## config.mk

```make
export PLATFORM = sky130hd
export DESIGN_NAME = call_argument_location_assigner
export DESIGN_NICKNAME = d
export VERILOG_FILES = /design/src/rtl/caloc_pkg.sv /design/src/rtl/call_argument_location_assigner.sv /design/src/rtl/caloc_ctrl.sv /design/src/rtl/caloc_dp.sv
export SDC_FILE = /design/constraint.sdc
export NUM_CORES = 1
export LEC_CHECK = 0
export ABC_AREA = 1
export BUFFER_PORTS_ARGS = -buffer_cell sky130_fd_sc_hd__buf_2
export CAP_MARGIN = 10
export CORE_AREA = 5 5 146 148
export DETAILED_ROUTE_END_ITERATION = 16
export DIE_AREA = 0 0 151 153
export GPL_TIMING_DRIVEN = 1
export PLACE_DENSITY_LB_ADDON = 0.08
export SLEW_MARGIN = 20
export SYNTH_ARGS = -nofsm -noshare
export SYNTH_HDL_FRONTEND = slang
export SYNTH_SLANG_ARGS = --single-unit
```

## constraint.sdc

```tcl
create_clock -name clk -period 9.9 [get_ports clk]
set_input_delay 0 -clock clk [delete_from_list [all_inputs] [get_ports clk]]
set_output_delay 0 -clock clk [all_outputs]
set_load 0.02 [all_outputs]
```

## src/rtl/caloc_pkg.sv

```systemverilog
// ----------------------------------------------------------------------------
// caloc_pkg
// shared codes, widths and control/status types of the call argument
// location assigner
// ----------------------------------------------------------------------------
package caloc_pkg;

  // item operation codes (s_tuser)
  typedef enum logic [1:0] {
    OP_START = 2'd0,
    OP_ARG   = 2'd1,
    OP_END   = 2'd2
  } op_t;

  // value type codes
  localparam logic [3:0] TK_VOID = 4'd0;
  localparam logic [3:0] TK_I32  = 4'd1;
  localparam logic [3:0] TK_I64  = 4'd2;
  localparam logic [3:0] TK_PTR  = 4'd3;
  localparam logic [3:0] TK_F32  = 4'd4;
  localparam logic [3:0] TK_F64  = 4'd5;
  localparam logic [3:0] TK_VEC  = 4'd6;
  localparam logic [3:0] TK_HFA  = 4'd7;
  localparam logic [3:0] TK_AGG  = 4'd8;

  // location kind codes
  localparam logic [2:0] LOC_GPR   = 3'd0;
  localparam logic [2:0] LOC_FPR   = 3'd1;
  localparam logic [2:0] LOC_VEC   = 3'd2;
  localparam logic [2:0] LOC_STACK = 3'd3;
  localparam logic [2:0] LOC_SRET  = 3'd4;
  localparam logic [2:0] LOC_ERR   = 3'd5;
  localparam logic [2:0] LOC_TOTAL = 3'd6;

  localparam int          MAX_ARGS_DEF = 16;
  localparam logic [7:0]  MAX_PARTS    = 8'd4;
  localparam logic [7:0]  HFA_LIMIT    = 8'd4;
  localparam logic [3:0]  REG_COUNT    = 4'd8;
  localparam logic [3:0]  SRET_REG     = 4'd8;
  localparam logic [15:0] SLOT_BYTES   = 16'd8;
  localparam logic [15:0] FRAME_ALIGN  = 16'd16;
  localparam logic [15:0] REG_AGG_MAX  = 16'd16;
  localparam logic [15:0] F32_BYTES    = 16'd4;
  localparam logic [15:0] F64_BYTES    = 16'd8;

  localparam int MAX_RESULTS = 4;
  localparam int RES_W       = $clog2(MAX_RESULTS + 1);

  localparam int IN_DATA_W  = 56;
  localparam int IN_USER_W  = 2;
  localparam int OUT_DATA_W = 48;
  localparam int OUT_USER_W = 4;

  typedef struct packed {
    logic load;
    logic plan;
    logic emit;
    logic commit;
  } cmd_t;

  typedef struct packed {
    logic plan_empty;
    logic last_part;
    logic out_free;
  } sts_t;

endpackage

```

## src/rtl/call_argument_location_assigner.sv

```systemverilog
// ----------------------------------------------------------------------------
// call_argument_location_assigner
// places the return value and arguments of a call signature in registers
// and stack slots
// ----------------------------------------------------------------------------
// usage:
//   input stream s_*: one item per signature element; s_tuser carries the
//   operation (start with return type, argument, end of signature). a
//   signature is a start item, its arguments, then an end item.
//   output stream m_*: the locations of each item, m_tlast on the last
//   location that one item gives. void returns, zero sized aggregates and
//   unused operations give no location.
//   timing: items are taken one at a time; an accepted item is latched,
//   planned in the plan state and handed out in the emit state, and no
//   new item is taken until the last one is committed. the sequencer
//   hands out one location per cycle through a single output register
//   while that register is free, and commits the cursor update for the
//   next item with the last location, or alone when the item gives none.
//   when the receiver holds m_tready low the sequencer waits with the next
//   location, and the next input item is taken while the last location
//   still waits in the output register.
//   reset clears the register and stack cursors, the argument count and
//   the error flag; a start item clears them too, flagging a bad hfa return.
// ----------------------------------------------------------------------------
module call_argument_location_assigner #(
  parameter int MAX_ARGS = caloc_pkg::MAX_ARGS_DEF
) (
  input  logic                             clk,
  input  logic                             rst,
  input  logic                             s_tvalid,
  output logic                             s_tready,
  // type_kind[3:0], type_size[19:4], type_align[35:20], element_kind[39:36],
  // element_count[47:40], ret_by_sret[48], zero fill
  input  logic [caloc_pkg::IN_DATA_W-1:0]  s_tdata,
  // op[1:0]
  input  logic [caloc_pkg::IN_USER_W-1:0]  s_tuser,
  output logic                             m_tvalid,
  input  logic                             m_tready,
  // reg_index[3:0], stack_offset[19:4], part bytes[35:20], arg_number[40:36],
  // zero fill
  output logic [caloc_pkg::OUT_DATA_W-1:0] m_tdata,
  // loc_kind[2:0], for_return[3]
  output logic [caloc_pkg::OUT_USER_W-1:0] m_tuser,
  output logic                             m_tlast
);

  caloc_pkg::cmd_t cmd;
  caloc_pkg::sts_t sts;

  caloc_ctrl u_ctrl (
    .clk      (clk),
    .rst      (rst),
    .s_tvalid (s_tvalid),
    .s_tready (s_tready),
    .sts      (sts),
    .cmd      (cmd)
  );

  caloc_dp #(
    .MAX_ARGS (MAX_ARGS)
  ) u_dp (
    .clk      (clk),
    .rst      (rst),
    .cmd      (cmd),
    .sts      (sts),
    .s_tdata  (s_tdata),
    .s_tuser  (s_tuser),
    .m_tvalid (m_tvalid),
    .m_tready (m_tready),
    .m_tdata  (m_tdata),
    .m_tuser  (m_tuser),
    .m_tlast  (m_tlast)
  );

  // one item at a time: input closes right after an accept
  a_one_item: assert property (@(posedge clk) disable iff (rst)
    (s_tvalid && s_tready) |=> !s_tready)
    else $error("input accepted while an item is in work");

  // a location is never written over a pending one
  a_no_overwrite: assert property (@(posedge clk) disable iff (rst)
    cmd.emit |-> (!m_tvalid || m_tready))
    else $error("output register overwritten");

  // return locations carry argument number zero
  a_ret_argn: assert property (@(posedge clk) disable iff (rst)
    (m_tvalid && m_tuser[3]) |-> (m_tdata[40:36] == 5'd0))
    else $error("return location with nonzero argument number");

  // error results carry no register and no size
  a_err_fields: assert property (@(posedge clk) disable iff (rst)
    (m_tvalid && (m_tuser[2:0] == caloc_pkg::LOC_ERR)) |->
      ((m_tdata[35:20] == 16'd0) && (m_tdata[3:0] == 4'd0) && m_tlast))
    else $error("malformed error result");

endmodule

```

## src/rtl/caloc_ctrl.sv

```systemverilog
// ----------------------------------------------------------------------------
// caloc_ctrl
// sequencer: accept an item, plan its locations, hand out one result per
// cycle while the output is free, then commit the cursor updates
// ----------------------------------------------------------------------------
module caloc_ctrl (
  input  logic               clk,
  input  logic               rst,
  input  logic               s_tvalid,
  output logic               s_tready,
  input  caloc_pkg::sts_t    sts,
  output caloc_pkg::cmd_t    cmd
);

  typedef enum logic [1:0] {
    S_IDLE,
    S_PLAN,
    S_EMIT
  } state_t;

  state_t state;
  state_t state_next;

  always_ff @(posedge clk) begin
    if (rst) begin
      state <= S_IDLE;
    end else begin
      state <= state_next;
    end
  end

  always_comb begin
    cmd        = '0;
    state_next = state;
    s_tready   = 1'b0;
    unique case (state)
      S_IDLE: begin
        s_tready = 1'b1;
        if (s_tvalid) begin
          cmd.load   = 1'b1;
          state_next = S_PLAN;
        end
      end
      S_PLAN: begin
        cmd.plan   = 1'b1;
        state_next = S_EMIT;
      end
      S_EMIT: begin
        if (sts.plan_empty) begin
          cmd.commit = 1'b1;
          state_next = S_IDLE;
        end else if (sts.out_free) begin
          cmd.emit = 1'b1;
          if (sts.last_part) begin
            cmd.commit = 1'b1;
            state_next = S_IDLE;
          end
        end
      end
      default: state_next = S_IDLE;
    endcase
  end

endmodule

```

## src/rtl/caloc_dp.sv

```systemverilog
// ----------------------------------------------------------------------------
// caloc_dp
// datapath: input latch, register and stack cursors, location plan and
// output register
// ----------------------------------------------------------------------------
module caloc_dp #(
  parameter int MAX_ARGS = caloc_pkg::MAX_ARGS_DEF
) (
  input  logic                                clk,
  input  logic                                rst,
  input  caloc_pkg::cmd_t                     cmd,
  output caloc_pkg::sts_t                     sts,
  input  logic [caloc_pkg::IN_DATA_W-1:0]     s_tdata,
  input  logic [caloc_pkg::IN_USER_W-1:0]     s_tuser,
  output logic                                m_tvalid,
  input  logic                                m_tready,
  output logic [caloc_pkg::OUT_DATA_W-1:0]    m_tdata,
  output logic [caloc_pkg::OUT_USER_W-1:0]    m_tuser,
  output logic                                m_tlast
);

  localparam int CW = $clog2(MAX_ARGS + 1);
  localparam int RW = caloc_pkg::RES_W;

  // latched item
  logic [1:0]  in_op;
  logic [3:0]  in_kind;
  logic [15:0] in_size;
  logic [15:0] in_align;
  logic [3:0]  in_ek;
  logic [7:0]  in_cnt;
  logic        in_sret;

  // call state
  logic [3:0]    nir;
  logic [3:0]    nfr;
  logic [15:0]   cursor;
  logic [CW-1:0] argc;
  logic          failed;

  // registered plan
  logic [RW-1:0] p_count;
  logic [RW-1:0] p_idx;
  logic [2:0]    p_loc;
  logic [3:0]    p_base;
  logic [15:0]   p_off;
  logic [15:0]   p_psize;
  logic [15:0]   p_lsize;
  logic [15:0]   p_size8;
  logic          p_ret;
  logic [3:0]    p_nir;
  logic [3:0]    p_nfr;
  logic          p_stack;
  logic          p_inc;
  logic          p_fail;
  logic          p_clear;

  // plan logic
  logic [RW-1:0] pl_count;
  logic [2:0]    pl_loc;
  logic [3:0]    pl_base;
  logic [15:0]   pl_psize;
  logic [15:0]   pl_lsize;
  logic          pl_ret;
  logic [3:0]    pl_nir;
  logic [3:0]    pl_nfr;
  logic          pl_stack;
  logic          pl_show_off;
  logic          pl_inc;
  logic          pl_fail;
  logic          pl_clear;
  logic [15:0]   a_sel;
  logic [15:0]   a_eff;
  logic [15:0]   off_round;

  logic          is_int;
  logic          is_flt;
  logic          hfa_ok;
  logic [15:0]   hfa_el_bytes;
  logic [1:0]    agg_parts;
  logic [15:0]   agg_last;
  logic [15:0]   scal_align;
  logic          hfa_fits;
  logic          agg_fits;
  logic          out_last;

  assign is_int    = (in_kind == caloc_pkg::TK_I32) || (in_kind == caloc_pkg::TK_I64) ||
                     (in_kind == caloc_pkg::TK_PTR);
  assign is_flt    = (in_kind == caloc_pkg::TK_F32) || (in_kind == caloc_pkg::TK_F64);
  assign hfa_ok    = ((in_ek == caloc_pkg::TK_F32) || (in_ek == caloc_pkg::TK_F64)) &&
                     (in_cnt != 8'd0) && (in_cnt <= caloc_pkg::MAX_PARTS) &&
                     (in_cnt <= caloc_pkg::HFA_LIMIT);
  assign hfa_el_bytes = (in_ek == caloc_pkg::TK_F32) ? caloc_pkg::F32_BYTES
                                                     : caloc_pkg::F64_BYTES;
  // aggregates of up to 16 bytes split into 8 byte parts
  assign agg_parts = (in_size == 16'd0) ? 2'd0 :
                     (in_size <= caloc_pkg::SLOT_BYTES) ? 2'd1 : 2'd2;
  assign agg_last  = (agg_parts == 2'd2) ? (in_size - caloc_pkg::SLOT_BYTES) : in_size;
  assign scal_align = (in_size >= caloc_pkg::FRAME_ALIGN) ? caloc_pkg::FRAME_ALIGN
                                                          : caloc_pkg::SLOT_BYTES;
  assign hfa_fits  = ({5'd0, nfr} + {1'b0, in_cnt}) <= {5'd0, caloc_pkg::REG_COUNT};
  assign agg_fits  = ({1'b0, nir} + {3'd0, agg_parts}) <= {1'b0, caloc_pkg::REG_COUNT};

  always_comb begin
    pl_count    = '0;
    pl_loc      = caloc_pkg::LOC_GPR;
    pl_base     = '0;
    pl_psize    = '0;
    pl_lsize    = '0;
    pl_ret      = 1'b0;
    pl_nir      = nir;
    pl_nfr      = nfr;
    pl_stack    = 1'b0;
    pl_show_off = 1'b0;
    pl_inc      = 1'b0;
    pl_fail     = 1'b0;
    pl_clear    = 1'b0;
    a_sel       = in_align;
    unique case (in_op)
      caloc_pkg::OP_START: begin
        pl_clear = 1'b1;
        pl_ret   = 1'b1;
        pl_count = RW'(1);
        pl_psize = in_size;
        pl_lsize = in_size;
        priority if (in_sret || (in_kind > caloc_pkg::TK_AGG) ||
                     ((in_kind == caloc_pkg::TK_AGG) && (in_size > caloc_pkg::REG_AGG_MAX))) begin
          pl_loc  = caloc_pkg::LOC_SRET;
          pl_base = caloc_pkg::SRET_REG;
        end else if (is_int) begin
          pl_loc = caloc_pkg::LOC_GPR;
        end else if (is_flt) begin
          pl_loc = caloc_pkg::LOC_FPR;
        end else if (in_kind == caloc_pkg::TK_VEC) begin
          pl_loc = caloc_pkg::LOC_VEC;
        end else if (in_kind == caloc_pkg::TK_HFA) begin
          if (!hfa_ok) begin
            pl_loc   = caloc_pkg::LOC_ERR;
            pl_psize = '0;
            pl_lsize = '0;
            pl_fail  = 1'b1;
          end else begin
            pl_loc   = caloc_pkg::LOC_FPR;
            pl_count = RW'(in_cnt);
            pl_psize = hfa_el_bytes;
            pl_lsize = hfa_el_bytes;
          end
        end else if (in_kind == caloc_pkg::TK_AGG) begin
          pl_loc   = caloc_pkg::LOC_GPR;
          pl_count = RW'(agg_parts);
          pl_psize = caloc_pkg::SLOT_BYTES;
          pl_lsize = agg_last;
        end else begin
          // void return has no location
          pl_count = '0;
        end
      end
      caloc_pkg::OP_ARG: begin
        pl_count = RW'(1);
        pl_psize = in_size;
        pl_lsize = in_size;
        priority if (failed) begin
          pl_loc   = caloc_pkg::LOC_ERR;
          pl_psize = '0;
          pl_lsize = '0;
        end else if ((argc >= CW'(MAX_ARGS)) ||
                     ((in_kind == caloc_pkg::TK_HFA) && !hfa_ok)) begin
          pl_loc   = caloc_pkg::LOC_ERR;
          pl_psize = '0;
          pl_lsize = '0;
          pl_fail  = 1'b1;
        end else begin
          pl_inc = 1'b1;
          priority if (is_int) begin
            if (nir < caloc_pkg::REG_COUNT) begin
              pl_loc  = caloc_pkg::LOC_GPR;
              pl_base = nir;
              pl_nir  = nir + 4'd1;
            end else begin
              pl_loc      = caloc_pkg::LOC_STACK;
              pl_stack    = 1'b1;
              pl_show_off = 1'b1;
              a_sel       = scal_align;
            end
          end else if (is_flt || (in_kind == caloc_pkg::TK_VEC)) begin
            if (nfr < caloc_pkg::REG_COUNT) begin
              pl_loc  = is_flt ? caloc_pkg::LOC_FPR : caloc_pkg::LOC_VEC;
              pl_base = nfr;
              pl_nfr  = nfr + 4'd1;
            end else begin
              pl_loc      = caloc_pkg::LOC_STACK;
              pl_stack    = 1'b1;
              pl_show_off = 1'b1;
              a_sel       = scal_align;
            end
          end else if (in_kind == caloc_pkg::TK_HFA) begin
            if (hfa_fits) begin
              pl_loc   = caloc_pkg::LOC_FPR;
              pl_base  = nfr;
              pl_count = RW'(in_cnt);
              pl_psize = hfa_el_bytes;
              pl_lsize = hfa_el_bytes;
              pl_nfr   = nfr + in_cnt[3:0];
            end else begin
              pl_nfr      = caloc_pkg::REG_COUNT;
              pl_loc      = caloc_pkg::LOC_STACK;
              pl_stack    = 1'b1;
              pl_show_off = 1'b1;
            end
          end else if ((in_kind == caloc_pkg::TK_AGG) &&
                       (in_size <= caloc_pkg::REG_AGG_MAX)) begin
            if (agg_fits) begin
              pl_loc   = caloc_pkg::LOC_GPR;
              pl_base  = nir;
              pl_count = RW'(agg_parts);
              pl_psize = caloc_pkg::SLOT_BYTES;
              pl_lsize = agg_last;
              pl_nir   = nir + {2'd0, agg_parts};
            end else begin
              pl_nir      = caloc_pkg::REG_COUNT;
              pl_loc      = caloc_pkg::LOC_STACK;
              pl_stack    = 1'b1;
              pl_show_off = 1'b1;
            end
          end else begin
            // large aggregates, void and unknown kinds go to memory
            pl_loc      = caloc_pkg::LOC_STACK;
            pl_stack    = 1'b1;
            pl_show_off = 1'b1;
          end
        end
      end
      caloc_pkg::OP_END: begin
        pl_count = RW'(1);
        if (failed) begin
          pl_loc = caloc_pkg::LOC_ERR;
        end else begin
          pl_loc      = caloc_pkg::LOC_TOTAL;
          pl_show_off = 1'b1;
          a_sel       = caloc_pkg::FRAME_ALIGN;
        end
      end
      default: begin
        pl_count = '0;
      end
    endcase
  end

  // stack slot alignment is at least 8, rounding by mask
  assign a_eff     = (a_sel < caloc_pkg::SLOT_BYTES) ? caloc_pkg::SLOT_BYTES : a_sel;
  assign off_round = (cursor + a_eff - 16'd1) & ~(a_eff - 16'd1);

  always_ff @(posedge clk) begin
    if (cmd.load) begin
      in_kind  <= s_tdata[3:0];
      in_size  <= s_tdata[19:4];
      in_align <= s_tdata[35:20];
      in_ek    <= s_tdata[39:36];
      in_cnt   <= s_tdata[47:40];
      in_sret  <= s_tdata[48];
      in_op    <= s_tuser[1:0];
    end
    if (cmd.plan) begin
      p_count <= pl_count;
      p_loc   <= pl_loc;
      p_base  <= pl_base;
      p_off   <= pl_show_off ? off_round : 16'd0;
      p_psize <= pl_psize;
      p_lsize <= pl_lsize;
      p_size8 <= (in_size + 16'd7) & ~16'd7;
      p_ret   <= pl_ret;
      p_nir   <= pl_nir;
      p_nfr   <= pl_nfr;
      p_stack <= pl_stack;
      p_inc   <= pl_inc;
      p_fail  <= pl_fail;
      p_clear <= pl_clear;
    end
  end

  always_ff @(posedge clk) begin
    if (rst) begin
      nir    <= '0;
      nfr    <= '0;
      cursor <= '0;
      argc   <= '0;
      failed <= 1'b0;
      p_idx  <= '0;
    end else begin
      if (cmd.plan) begin
        p_idx <= '0;
      end else if (cmd.emit) begin
        p_idx <= p_idx + RW'(1);
      end
      if (cmd.commit) begin
        if (p_clear) begin
          nir    <= '0;
          nfr    <= '0;
          cursor <= '0;
          argc   <= '0;
          failed <= p_fail;
        end else begin
          nir    <= p_nir;
          nfr    <= p_nfr;
          if (p_stack) begin
            cursor <= p_off + p_size8;
          end
          if (p_inc) begin
            argc <= argc + CW'(1);
          end
          failed <= failed | p_fail;
        end
      end
    end
  end

  assign out_last       = (p_idx == (p_count - RW'(1)));
  assign sts.plan_empty = (p_count == '0);
  assign sts.last_part  = out_last;
  assign sts.out_free   = !m_tvalid || m_tready;

  // output register
  always_ff @(posedge clk) begin
    if (rst) begin
      m_tvalid <= 1'b0;
    end else if (cmd.emit) begin
      m_tvalid <= 1'b1;
    end else if (m_tready) begin
      m_tvalid <= 1'b0;
    end
  end

  always_ff @(posedge clk) begin
    if (cmd.emit) begin
      m_tdata[3:0]   <= p_base + 4'(p_idx);
      m_tdata[19:4]  <= p_off;
      m_tdata[35:20] <= out_last ? p_lsize : p_psize;
      m_tdata[40:36] <= p_ret ? 5'd0 : 5'(argc);
      m_tdata[47:41] <= '0;
      m_tuser[2:0]   <= p_loc;
      m_tuser[3]     <= p_ret;
      m_tlast        <= out_last;
    end
  end

endmodule
```

==> metrics list, run 1 <==
- Result of the run: completed
* Post-route DRC violation count: 0
- On the worst path, the slowest cell contributes a delay of roughly 0.73 ns.
- Wires add up to 28800 um.
- First-pass GRT wire length: 46000 um
- From synthesis to final layout, the design area changed by 18.9%.
- Share of total power in combinational logic: 15.7%
- Buffers placed on the I/O ports in this run total 102.
* Vias after detailed routing: 9089
* Post-layout min period: 5.53 ns
- Setup repair after global routing left no endpoint under its margin.
- Total instance count after detailed placement: 1592
- Setup crit start kind: flop
* Clock power share: 40.4%
- Measured against its own limit, the worst slew margin works out to 27.5%.
- Number of cell rows: 52
* Commonest register cell after synthesis: edfxtp_1
- Global routing finished with a remaining overflow of 0.
- Cell count after synthesis: 1239
* Routed WL per cell: approximately 17 um
- For this run, the top clock speed supported by timing is about 0.18 GHz.
- Post-synthesis cell type count: 57
* Number of flops mapped to enable cells by yosys: 180
* Final worst-path cycle share: 55.8%
- Once detailed placement completed, the half-perimeter wirelength came to between 15000 and 20000 um.
- Clock insertion delay at the later pin of the skew report: 0.52 ns
* Required time at the worst-slack endpoint: 10.25 ns
- The net count of the finished layout is 1536.
- From left edge to right edge, the die measures 151 um.
- Count of routing violations after the opening detailed-route iteration: 802
* Number of buffers inserted during clock tree synthesis: 24
- The tightest hold path in the finished design has a slack of between 0.15 and 0.2 ns.
* Final Hold Fails: 0
- The repair_antennas step left the layout with diodes totalling 0.
- In the layout the commonest cells are nand2_1, edfxtp_1, inv_1, nor2_1, buf_2.
* Starting density of the core: 58.4%
- Clock-pin slew was measured on the worst setup and hold paths at 0.06 ns.
- Largest driver fanout on the critical path: 22
- In this run the power spent charging and discharging nets is 638 uW.
- The tool flagged a number of max-cap violations equal to 0.
* Die Ht: roughly 150 um
- All-layer global routing usage: 25.0%
- Relative contribution of sequential cells to total power: 44.0%
- The multi-input combinational cells in the finished layout cover a total of approximately 0.0047 mm^2.
* Num Clock Sinks: 216
- The post-route netlist has 13.3% of its cells at a drive strength greater than 1.
* Routability congestion estimate: 0.941
- Vias in the first global route: between 8000 and 9000
- Power per Cell Area: 177 mW/mm^2
* Worst clock skew: 0.00745 ns
- Number of synthesized register bits: 216
- Total of warnings raised by yosys: 0
- The internal power of the cells totals 1810 uW.
- By instance count, the cell type seen most on the critical path is nand2_1.
- Total Negative Setup Slacks: 0 ns
- Arrival time reported for the critical path endpoint: 5.88 ns
- IO Count: 117
* Max IR drop VDD: approximately 0.15 mV
- Setup violations remaining at the end of the flow were counted as 0.
- CTS max path bufs: 3
- The analysis attributes to cell leakage a power of ~0.0059 uW.
- The sequential cells in the finished layout cover a total of 0.00613 mm^2.
- Antenna violations before repair: 0
- Crit end category: flop
- The synthesized netlist occupies a cell area of 0.0116 mm^2.
* FFs w/ async S/R, synth: 0%
- CTS tree: built
- Largest delay share family, worst path: compound AO/OA/AOI/OAI gates
- Die area: roughly 0.023 mm^2
- For the pin with the worst max-slew slack, the measured transition is ~1.1 ns.
* Post-Layout Cell Count: roughly 1700
* Most common library cell in the layout ignoring fill and taps: nand2_1
* Pin count of the biggest net entering global routing: 83
- Cell type of the slowest stage on the worst timing path: o21ai_1
* Number of nets still failing antenna checks after routing: 0
- Ratio of routed vias to standard cells: 5.37
- The share of the Yosys chip area taken by registers is 52.7%.
- Switching share of power: 26.1%
* Final Slew Violations: 0
- The critical path is of the flop to flop type.
- In this run the standard cell core region covers 0.0199 mm^2.
- Fill cells: ~1600
- Dividing the synthesized area by the synthesized cell count gives 9.39 um^2.
* End-of-flow core utilization: a little over two thirds
- The path class of the tightest hold or removal check is input port to flop.
* CTS HTree Levels: 1
* Router iterations before antenna repair: 6
- Number of buffers and inverters on the critical path: 4
- In this run the clock root is driven by a clkbuf_16.
==> cell usage after synthesis (2+ instances only) <==
cell       count  area [um^2]
xnor2_1       12          105
o22ai_1        7         43.8
o31ai_1        5         37.5
a22oi_1        5         37.5
nand2_2        6         37.5
clkbuf_1      11         41.3
nand3_1       45          225
o21ai_2        2         17.5
a21oi_1       66          330
o41ai_1        3         26.3
a2bb2oi_1      2         17.5
nand2_1      222          833
a31oi_1        9         56.3
nor2_2         8         50.1
edfxtp_1     180         5410
xor2_1        30          263
a211oi_1      12         90.1
nand4_1       17          106
nor3_1        22          110
o21ai_1        6         30.0
inv_1        169          634
o221ai_1       2         17.5
nand3_2        3         30.0
clkinv_1       3         11.3
or2_2          3         18.8
o211ai_1       6         45.0
buf_2          9         45.0
dfxtp_1       36          721
o21ai_0       83          415
nor4_1         8         50.1
buf_4          7         52.6
nor2_1       139          522
a221oi_1       2         17.5
ha_1          66          826
inv_2          4         15.0
nand2_4        4         45.0
fa_1           5          100
==> timing repair <==
item,4_1_cts,5_1_grt
setup buffers,0,0
hold buffers,55,0
setup endpoints to repair,0,0
resized for setup,0,0
endpoints found under the hold margin,69,0
==> per-layer routing <==
metal	vias to the layer above	GRT usage, %	share of wire (%)
met5	-	0	0
met2	335	38.9	45
met3	51	3.76	7.0
met1	4172	36.9	46
met4	0	6.35	2.2
li1	4531	-	-
==> registers in the layout, summed over array words and instances (netlist names), 2 cells and up <==
register and cells:
u_dp.in_size 16, u_dp.p_loc 3, u_dp.p_nir 4, u_dp.in_op 2
u_dp.p_idx 3, u_dp.nir 4, u_ctrl.state 2, u_dp.in_ek 4
u_dp.p_base 4, u_dp.p_count 3, u_dp.p_lsize 16, u_dp.p_size8 13
u_dp.in_kind 4, u_dp.p_nfr 4, u_dp.nfr 4, u_dp.in_cnt 8
u_dp.m_tuser 4, u_dp.argc 5, u_dp.in_align 16, u_dp.p_off 16
u_dp.cursor 16, u_dp.p_psize 16, u_dp.m_tdata 41
==> layout make-up <==
cell class / count / share of cell area, %
Multi-Input combinational cell: 822 / 34.1
Timing Repair Buffer: 162 / 7.94
Tap cell: 270 / 2.44
Clock buffer: 31 / 5.05
Sequential cell: 216 / 44.3
Inverter: 177 / 4.82
Clock inverter: 13 / 1.39
==> worst paths after layout <==
kind / from / end / slack [ns] / cells after the start
setup / recovery: u_dp.in_kind[1] / u_dp.p_off[13] / 4.37 / 25
hold / removal: s_tdata[21] / u_dp.in_align[1] / 0.20 / 2
setup reg to reg: u_dp.in_kind[1] / u_dp.p_off[13] / 4.37 / 25
hold reg to reg: u_dp.p_loc[2] / u_dp.m_tuser[2] / 0.45 / 0
==> kinds of logic after synthesis <==
logic type / count (synthesis) / share of synthesized area, %
AO/OA/AOI/OAI: 217 / 10.8
flip-flops: 216 / 52.7
XOR/XNOR: 42 / 3.16
AND/OR/NAND/NOR: 485 / 18.2
adder cells (fa/ha/maj): 71 / 7.96
other: 1 / 0.0322
buffers and inverters: 207 / 7.23
==> power by group through the flow <==
| stage | Combinational, uW | Clock [uW] | Sequential (uW) |
|---|---|---|---|
| CTS | 379 | 997 | 1070 |
| finish | 383 | 987 | 1080 |
| global placement | 354 | 0 | 1090 |
| detailed placement | 359 | 0 | 1090 |
| floorplan | 266 | 0 | 1090 |
| global route | 432 | 1050 | 1080 |
==> per-stage QoR <==
stage               power (uW)  setup slack [ns]  cell area, um^2
floorplan                 1360              5.34            11700
global placement          1450              4.60            12400
global route              2560              3.92            13800
CTS                       2450              4.49            13800
detailed placement        1450              4.53            12400
finish                    2450              4.37            13800
Note: power is estimated with default switching activity, not from simulation.
==> inputs of run 2 (changes only) <==
- CORE_AREA: 5 5 146 148 -> 5 5 153 155
- DIE_AREA: 0 0 151 153 -> 0 0 158 160
- clock period: 9.9 -> 4.8 ns (I/O delays scaled with it)
==> run 2 against run 1 <==
Against the previous run: clock-buffer cell count is 1 higher; critical path depth is 2 lower; cell count is 2.9% higher; die area is 9.4% higher; clock power is 88% higher; fmax is 25% higher; via count is 1.7% higher; sequential cell count stayed put; global-route usage is 1.7 points lower; highest routed layer is now met5.
==> metrics list, run 2 (synthesis gave the netlist of run 1 again) <==
- The number of vias per cell is 5.31 (-1.2%).
- Crit path launch: u_dp.in_size[13]
- Result of the run: completed
- Pin count of the biggest net entering global routing: 51 (-39%)
* Worst slew margin: 25.8% (-1.7 points)
* Cell type of the slowest stage on the worst timing path: edfxtp_1
* Post-detailed-placement half-perimeter wirelength: 21500 um (+9.6%)
- Startpoint of the most critical hold path: s_tdata[20]
- The core occupancy in the finished layout was 65.0% (-4.5 points).
* Worst Hold Depth: 2 (unchanged)
- The clock-pin slew of the registers on the worst-case setup and hold paths was 0.06 ns (about the same).
- The final design instance area without fill was 0.0141 mm^2 (+1.9%).
- Routability congestion estimate: 0.925 (-1.7%)
- Largest driver fanout on the critical path: 5 (-77%)
- Post-route DRC violation count: 0 (unchanged)
* Required time at the worst-slack endpoint: 5.14 ns (-5.11 ns)
* Crit end category: flop
- Most used cells in the layout excluding fill and tap cells: nand2_1, edfxtp_1, inv_1, nor2_1, buf_2
* Antenna violations before repair: 1 (+1)
- The maximum cell stage delay along the critical path was 0.46 ns (-0.27 ns).
- Arrival time reported for the critical path endpoint: 4.77 ns (-1.11 ns)
- Routed WL per cell: 16.9 um (-0.48%)
- Count of routing violations after the opening detailed-route iteration: 774 (-3.5%)
- Number of diodes added for antenna fixing: 0 (unchanged)
* Number of maximum-capacitance violations: 0 (unchanged)
- IO Count: 117 (unchanged)
- The critical path is of the flop to flop type.
- Path category of the worst min-delay check: input port to flop
- The critical path goes through nor2_1 -> nand2_1 -> nor2_2 -> nand2_1 -> o31ai_1 -> inv_1 -> ha_1 -> fa_1 -> xor2_1 -> o31ai_1 -> buf_4 -> nand2_1 -> nor2_1 -> inv_2 -> nand3_1 -> nor2_1 -> nand2_1 -> nand2_1 -> nand2_2 -> buf_4 -> a21oi_1 -> o21ai_0 -> nor2_1.
* Register with the most flip-flops: u_dp.m_tdata
- Area of the placeable core: 0.0217 mm^2 (+8.9%)
- Buffer cell driving the clock tree root: clkbuf_16
* Crit Reg-Reg Startpoint: u_dp.in_size[13]
- The number of sinks driven by the clock tree was 216 (unchanged).
- RSZ-0062 raised after global routing: false
- All-layer global routing usage: 23.2% (-1.7 points)
- Area of placed instances: 0.0127 mm^2 (+2.4%)
* Die Ht: 160 um (+4.6%)
- The remaining antenna violation count after routing was 0 (unchanged).
- Worst clock skew: 0.0102 ns (+0.00274 ns)
* Most common library cell in the layout ignoring fill and taps: nand2_1
* Port Buf Inserts: 102 (unchanged)
- Setup crit start kind: flop
- Lkg Pwr: 0.00605 uW (+2.5%)
- Post-layout min period: 4.43 ns (-1.10 ns)
- Number of buffers inserted during clock tree synthesis: 24 (unchanged)
- The total number of vias was 9243 (+1.7%).
* CTS HTree Levels: 1 (unchanged)
* Power per Cell Area: 349 mW/mm^2 (+98%)
- The setup TNS after final layout came to 0 ns (unchanged).
* Final Hold Fails: 0 (unchanged)
- The maximum vdd ir drop is 0.317 mV (+120%).
- Final worst-path cycle share: 92.3% (+36 points)
- The highest clock frequency the design can meet was 0.226 GHz (+25%).
- The overall overflow remaining after global route came to 0 (unchanged).
- Die area: 0.0253 mm^2 (+9.4%)
- The global-route wire length before repair was 46900 um (+2.1%).
- The latest clock arrival within the worst-skew pair was 0.52 ns (about the same).
- The number of standard-cell rows in the floorplan was 54 (+3.8%).
* Count of final setup violators: 0 (unchanged)
- The non-filler instance count after layout was 1740 (+2.9%).
- Overall routed net length: 29500 um (+2.4%)
- The post-layout worst setup margin came to 0.371 ns (-4.00 ns).
- The via count of the first global-routing pass is 8922 (+1.0%).
- Total instance count after detailed placement: 1639 (+3.0%)
* Most common cell on crit path: nand2_1
* Length in cells of the worst reg-to-reg path: 23 (-8.0%)
- From synthesis to final layout, the design area changed by 21.1%.
* CTS max path bufs: 3 (unchanged)
* Fraction of layout instances using a drive strength above 1: 15.5% (+2.2 points)
* Die X-Extent: 158 um (+4.6%)
* Starting density of the core: 53.6% (-4.8 points)
- Final Slew Violations: 0 (unchanged)
- Pre-CTS setup slack: 0.154 ns (-4.37 ns)
- The worst-margin pin slew came to 1.11 ns (+0.0186 ns).
- Number of flip-flops under the largest register name: 41 (unchanged)
- The number of nets in the layout is 1575 (+2.5%).
- TritonCTS built the clock tree.
- Router iterations before antenna repair: 6 (unchanged)
## run 2: cell types whose count changed in the layout (fill, tap and decap cells not counted), moves of 3 or more
| cell | before | now |
|---|---|---|
| o21ai_2 | 2 | 5 |
| buf_4 | 5 | 42 |
| clkbuf_8 | 5 | 0 |
| clkbuf_1 | 1 | 7 |
| o21ai_0 | 82 | 77 |
## run 2: power breakdown
| group | switching (uW) | total (uW) | internal, uW |
|---|---|---|---|
| logic | 536 | 855 | 319 |
| clock network | 746 | 1860 | 1110 |
| registers | 53.1 | 2210 | 2150 |
| total | 1330 | 4920 | 3590 |
## run 2: area by class of cell
type	instances	area, um^2
Fill cell	1796	7600
Clock buffer	32	652
Tap cell	280	350
Clock inverter	12	139
Inverter	177	667
Timing Repair Buffer	201	1410
Sequential cell	216	6130
Multi-Input combinational cell	822	4750
## run 2: final timing paths
kind | to | slack [ns]
setup reg to reg | u_dp.p_off[12] | 0.37
setup / recovery | u_dp.p_off[12] | 0.37
hold reg to reg | u_dp.m_tuser[1] | 0.44
hold / removal | u_dp.in_align[0] | 0.19
## run 2: worst max-delay path: cells and delay by family (launching register included)
kind,cells,cell delay (ns)
simple gates,12,1.59
compound gates,4,0.69
buf+inv,4,0.57
flops,1,0.46
xor+xnor,1,0.21
fa+ha+maj,2,0.72
## run 2: per-layer routing
layer / track usage, % / vias up / wire length [um]
li1: - / 4614 / -
met1: 34.7 / 4242 / 13700
met2: 36.0 / 324 / 13000
met3: 3.55 / 61 / 2060
met4: 5.27 / 2 / 627
met5: 0 / - / 13
## run 2: timing repair
action | CTS | global route
endpoints found under the hold margin | 69 | 0
gates resized for setup | 0 | 14
hold buffers | 56 | 0
endpoints found under the setup margin | 0 | 5
setup buffers | 0 | 1
## run 2: metrics by stage
step	hold WS, ns	total power, uW
after floorplan	0.0989	2810
after global placement	0.176	3020
after detailed placement	0.178	3030
after CTS	0.163	4930
after global routing	0.172	5160
final	0.185	4920
==> inputs of run 3 (changes only) <==
- CORE_AREA: 5 5 153 155 -> 5 5 152 154
- CTS_BUF_LIST: unset -> sky130_fd_sc_hd__clkbuf_4 sky130_fd_sc_hd__clkbuf_8
- DIE_AREA: 0 0 158 160 -> 0 0 157 159
==> run 3 against run 2 <==
Against the previous run: clock power down 10%; global-route usage up 0.59 points; clock skew rose by 0.0084 ns; sequential cell count stayed put; via count up 1.4%; sequential power hardly changed; combinational power shrank 0.9%; cell count grew 1.1%; fmax is 0.57% higher; die area fell by 1.3%.
==> metrics list, run 3 (synthesis gave the netlist of run 1 again) <==
* Number of buffers inserted during clock tree synthesis: 36 (+50%)
- Buffer cell driving the clock tree root: clkbuf_8
* Storage element area: 0.00613 mm^2 (unchanged)
* CTS max path bufs: 3 (unchanged)
- The core footprint came to 0.0216 mm^2 (-0.62%).
- Port Buf Inserts: 102 (unchanged)
- The number of fillers in the final layout came to 1783 (-0.72%).
* Path category of the worst min-delay check: input port to flop
- The routability-driven placement congestion ratio is 0.931 (+0.64%).
* Number of cell rows: 54 (unchanged)
- First-pass GRT wire length: 47800 um (+1.7%)
* Arrival time reported for the critical path endpoint: 4.68 ns (-0.09 ns)
- Counting flops per register, the top entry is u_dp.m_tdata.
- The power density over cell area came to 337 mW/mm^2 (-3.5%).
- Total chip power: 4720 uW (-4.0%)
- The design internal power came to 3390 uW (-5.4%).
* Number of flip-flops under the largest register name: 41 (unchanged)
- The critical path starts at u_dp.in_size[8].
* Count of final setup violators: 0 (unchanged)
* IO Count: 117 (unchanged)
* Number of maximum-capacitance violations: 0 (unchanged)
- CTS tree: built
* Area growth from synthesis to final layout: 20.5%
- The non-filler instance count after layout is 1760 (+1.1%).
- The post-route minimum period is 4.40 ns (-0.0249 ns).
* Cell type of the slowest stage on the worst timing path: edfxtp_1
* All-layer global routing usage: 23.8% (+0.59 points)
- Overall routed net length: 29900 um (+1.3%)
* Number of nets in the finished design: 1586 (+0.70%)
- The area enclosed by the die boundary was 0.0250 mm^2 (-1.3%).
- The combinational share of power was 17.9% (+0.5 points).
* Biggest cell delay along the critical path: 0.44 ns (-0.02 ns)
- Worst setup path class: flop to flop
- The average detailed-routed wire length per instance was 17.0 um (+0.18%).
- Max IR drop VDD: 0.294 mV (-7.2%)
- STA classifies the critical path endpoint as a flop.
* Most common library cell in the layout ignoring fill and taps: nand2_1
- The final hold violation count came to 0 (unchanged).
* Vias in the first global route: 9096 (+2.0%)
- Clock transition at the registers of the reported paths: 0.06 ns (about the same)
- The iteration-0 DRC count of the detailed router came to 658 (-15%).
- Num Clock Sinks: 216 (unchanged)
* Router iterations before antenna repair: 5 (-1)
* Result of the run: completed
- The post-route DRC violation count was 0 (unchanged).
* Fraction of layout instances using a drive strength above 1: 17.1% (+1.5 points)
- The leakage power total came to 0.00603 uW (-0.24%).
* Clock insertion delay at the later pin of the skew report: 0.54 ns (+0.02 ns)
* Relative contribution of sequential cells to total power: 46.8% (+2.0 points)
- CTS HTree Levels: 2 (+1)
- Slew of the pin with the lowest slew margin: 1.11 ns (+0.00672 ns)
* Startpoint of the most critical hold path: s_tdata[42]
- The initial antenna violation count was 0 (-1).
- The worst register-to-register path begins at u_dp.in_size[8].
- Pin count of the biggest net entering global routing: 81 (+59%)
- The overall overflow remaining after global route is 0 (unchanged).
- The total count of max-transition violations in the final report was 0 (unchanged).
* Die Ht: 159 um (-0.63%)
* Number of nets still failing antenna checks after routing: 0 (unchanged)
- The die boundary width came to 157 um (-0.63%).
- The final worst-path cycle share is 91.7% (-0.52 points).
- The half-perimeter wire length of the detailed placement result is 21500 um (about the same).
- Starting density of the core: 54.0% (+0.34 points)
- The multi-input combinational cell area is 0.00475 mm^2 (about the same).
* Total instance count after detailed placement: 1637 (-0.12%)
* Number of diodes added for antenna fixing: 0 (unchanged)
- STA classifies the critical path startpoint as a flop.
* Required time at the worst-slack endpoint: 5.08 ns (-0.06 ns)
- The net load switching power is 1330 uW (-0.27%).
- The maximum fanout count along the critical path was 5 (unchanged).
- The maximum clock skew at final layout came to 0.0186 ns (+0.00841 ns).
- Vias after detailed routing: 9375 (+1.4%)
- Largest delay share family, worst path: simple AND/OR/NAND/NOR gates
- The count of buffering cells on the critical path with inverters included was 2 (-2).
* Fmax: 0.227 GHz (+0.57%)
* Most used cells in the layout excluding fill and tap cells: nand2_1, edfxtp_1, inv_1, nor2_1, buf_2
- Most common cell on crit path: nand2_1
- Switching share of power: 28.2% (+1.1 points)
* Worst slew margin: 25.9% (+0.047 points)
- Clock power share: 35.3% (-2.5 points)
* Ratio of routed vias to standard cells: 5.33 (+0.28%)
==> run 3: cell types whose count changed in the layout (fill, tap and decap cells not counted), moves of 2 or more <==
cell        change
clkbuf_8       +36
nor2_2          +2
clkbuf_4       +13
nor3_2          +2
clkinv_4        -2
nor3_1          -2
clkinv_1        +3
clkbuf_1        -7
clkbuf_16      -25
clkinvlp_4      +2
==> run 3: power by group through the flow <==
stage / Clock, uW / Sequential, uW / Combinational (uW)
after floorplan: 0 / 2260 / 548
after global placement: 0 / 2240 / 778
after detailed placement: 0 / 2250 / 786
after CTS: 1720 / 2210 / 826
after global routing: 1800 / 2220 / 950
final: 1670 / 2210 / 847
==> run 3: path summary, 6_finish.rpt <==
path                     endpoint  slack [ns]  cells past startpoint
setup reg to reg   u_dp.p_off[14]        0.40                     30
hold reg to reg   u_dp.m_tuser[2]        0.42                      0
hold / removal     u_dp.in_cnt[2]        0.17                      2
setup / recovery   u_dp.p_off[14]        0.40                     30
==> run 3: metrics by stage <==
step	cell area, um^2	hold WS [ns]	utilization [%]	TNS (ns)	setup WS [ns]
after floorplan	11700	0.0989	-	0	0.239
after global placement	12700	0.176	58.8	0	0.335
after detailed placement	12700	0.178	58.8	0	0.214
after CTS	14000	0.135	64.8	0	0.189
after global routing	14000	0.148	65.0	-0.0126	-0.0126
final	14000	0.168	65.0	0	0.396
==> run 3: layout make-up <==
type                    instances  share of cell area [%]
flip-flops and latches        216                    43.7
multi-input cells             822                    33.9
repair buffers                200                    9.96
inverters                     177                    4.76
clock buffers                  49                    4.23
well taps                     280                    2.50
clock inverters                16                   0.982
==> run 3: routing by layer <==
metal / track usage (%) / wire, um
met2: 36.4 / 13300
met4: 6.51 / 634
met1: 35.5 / 14000
met5: 0 / 0
met3: 3.70 / 1930
==> run 3: what timing repair did <==
action	in CTS	in global routing
setup endpoints to repair	0	5
hold endpoints to repair	82	0
buffers inserted	0	3
resized for setup	0	12
hold buffers	55	0
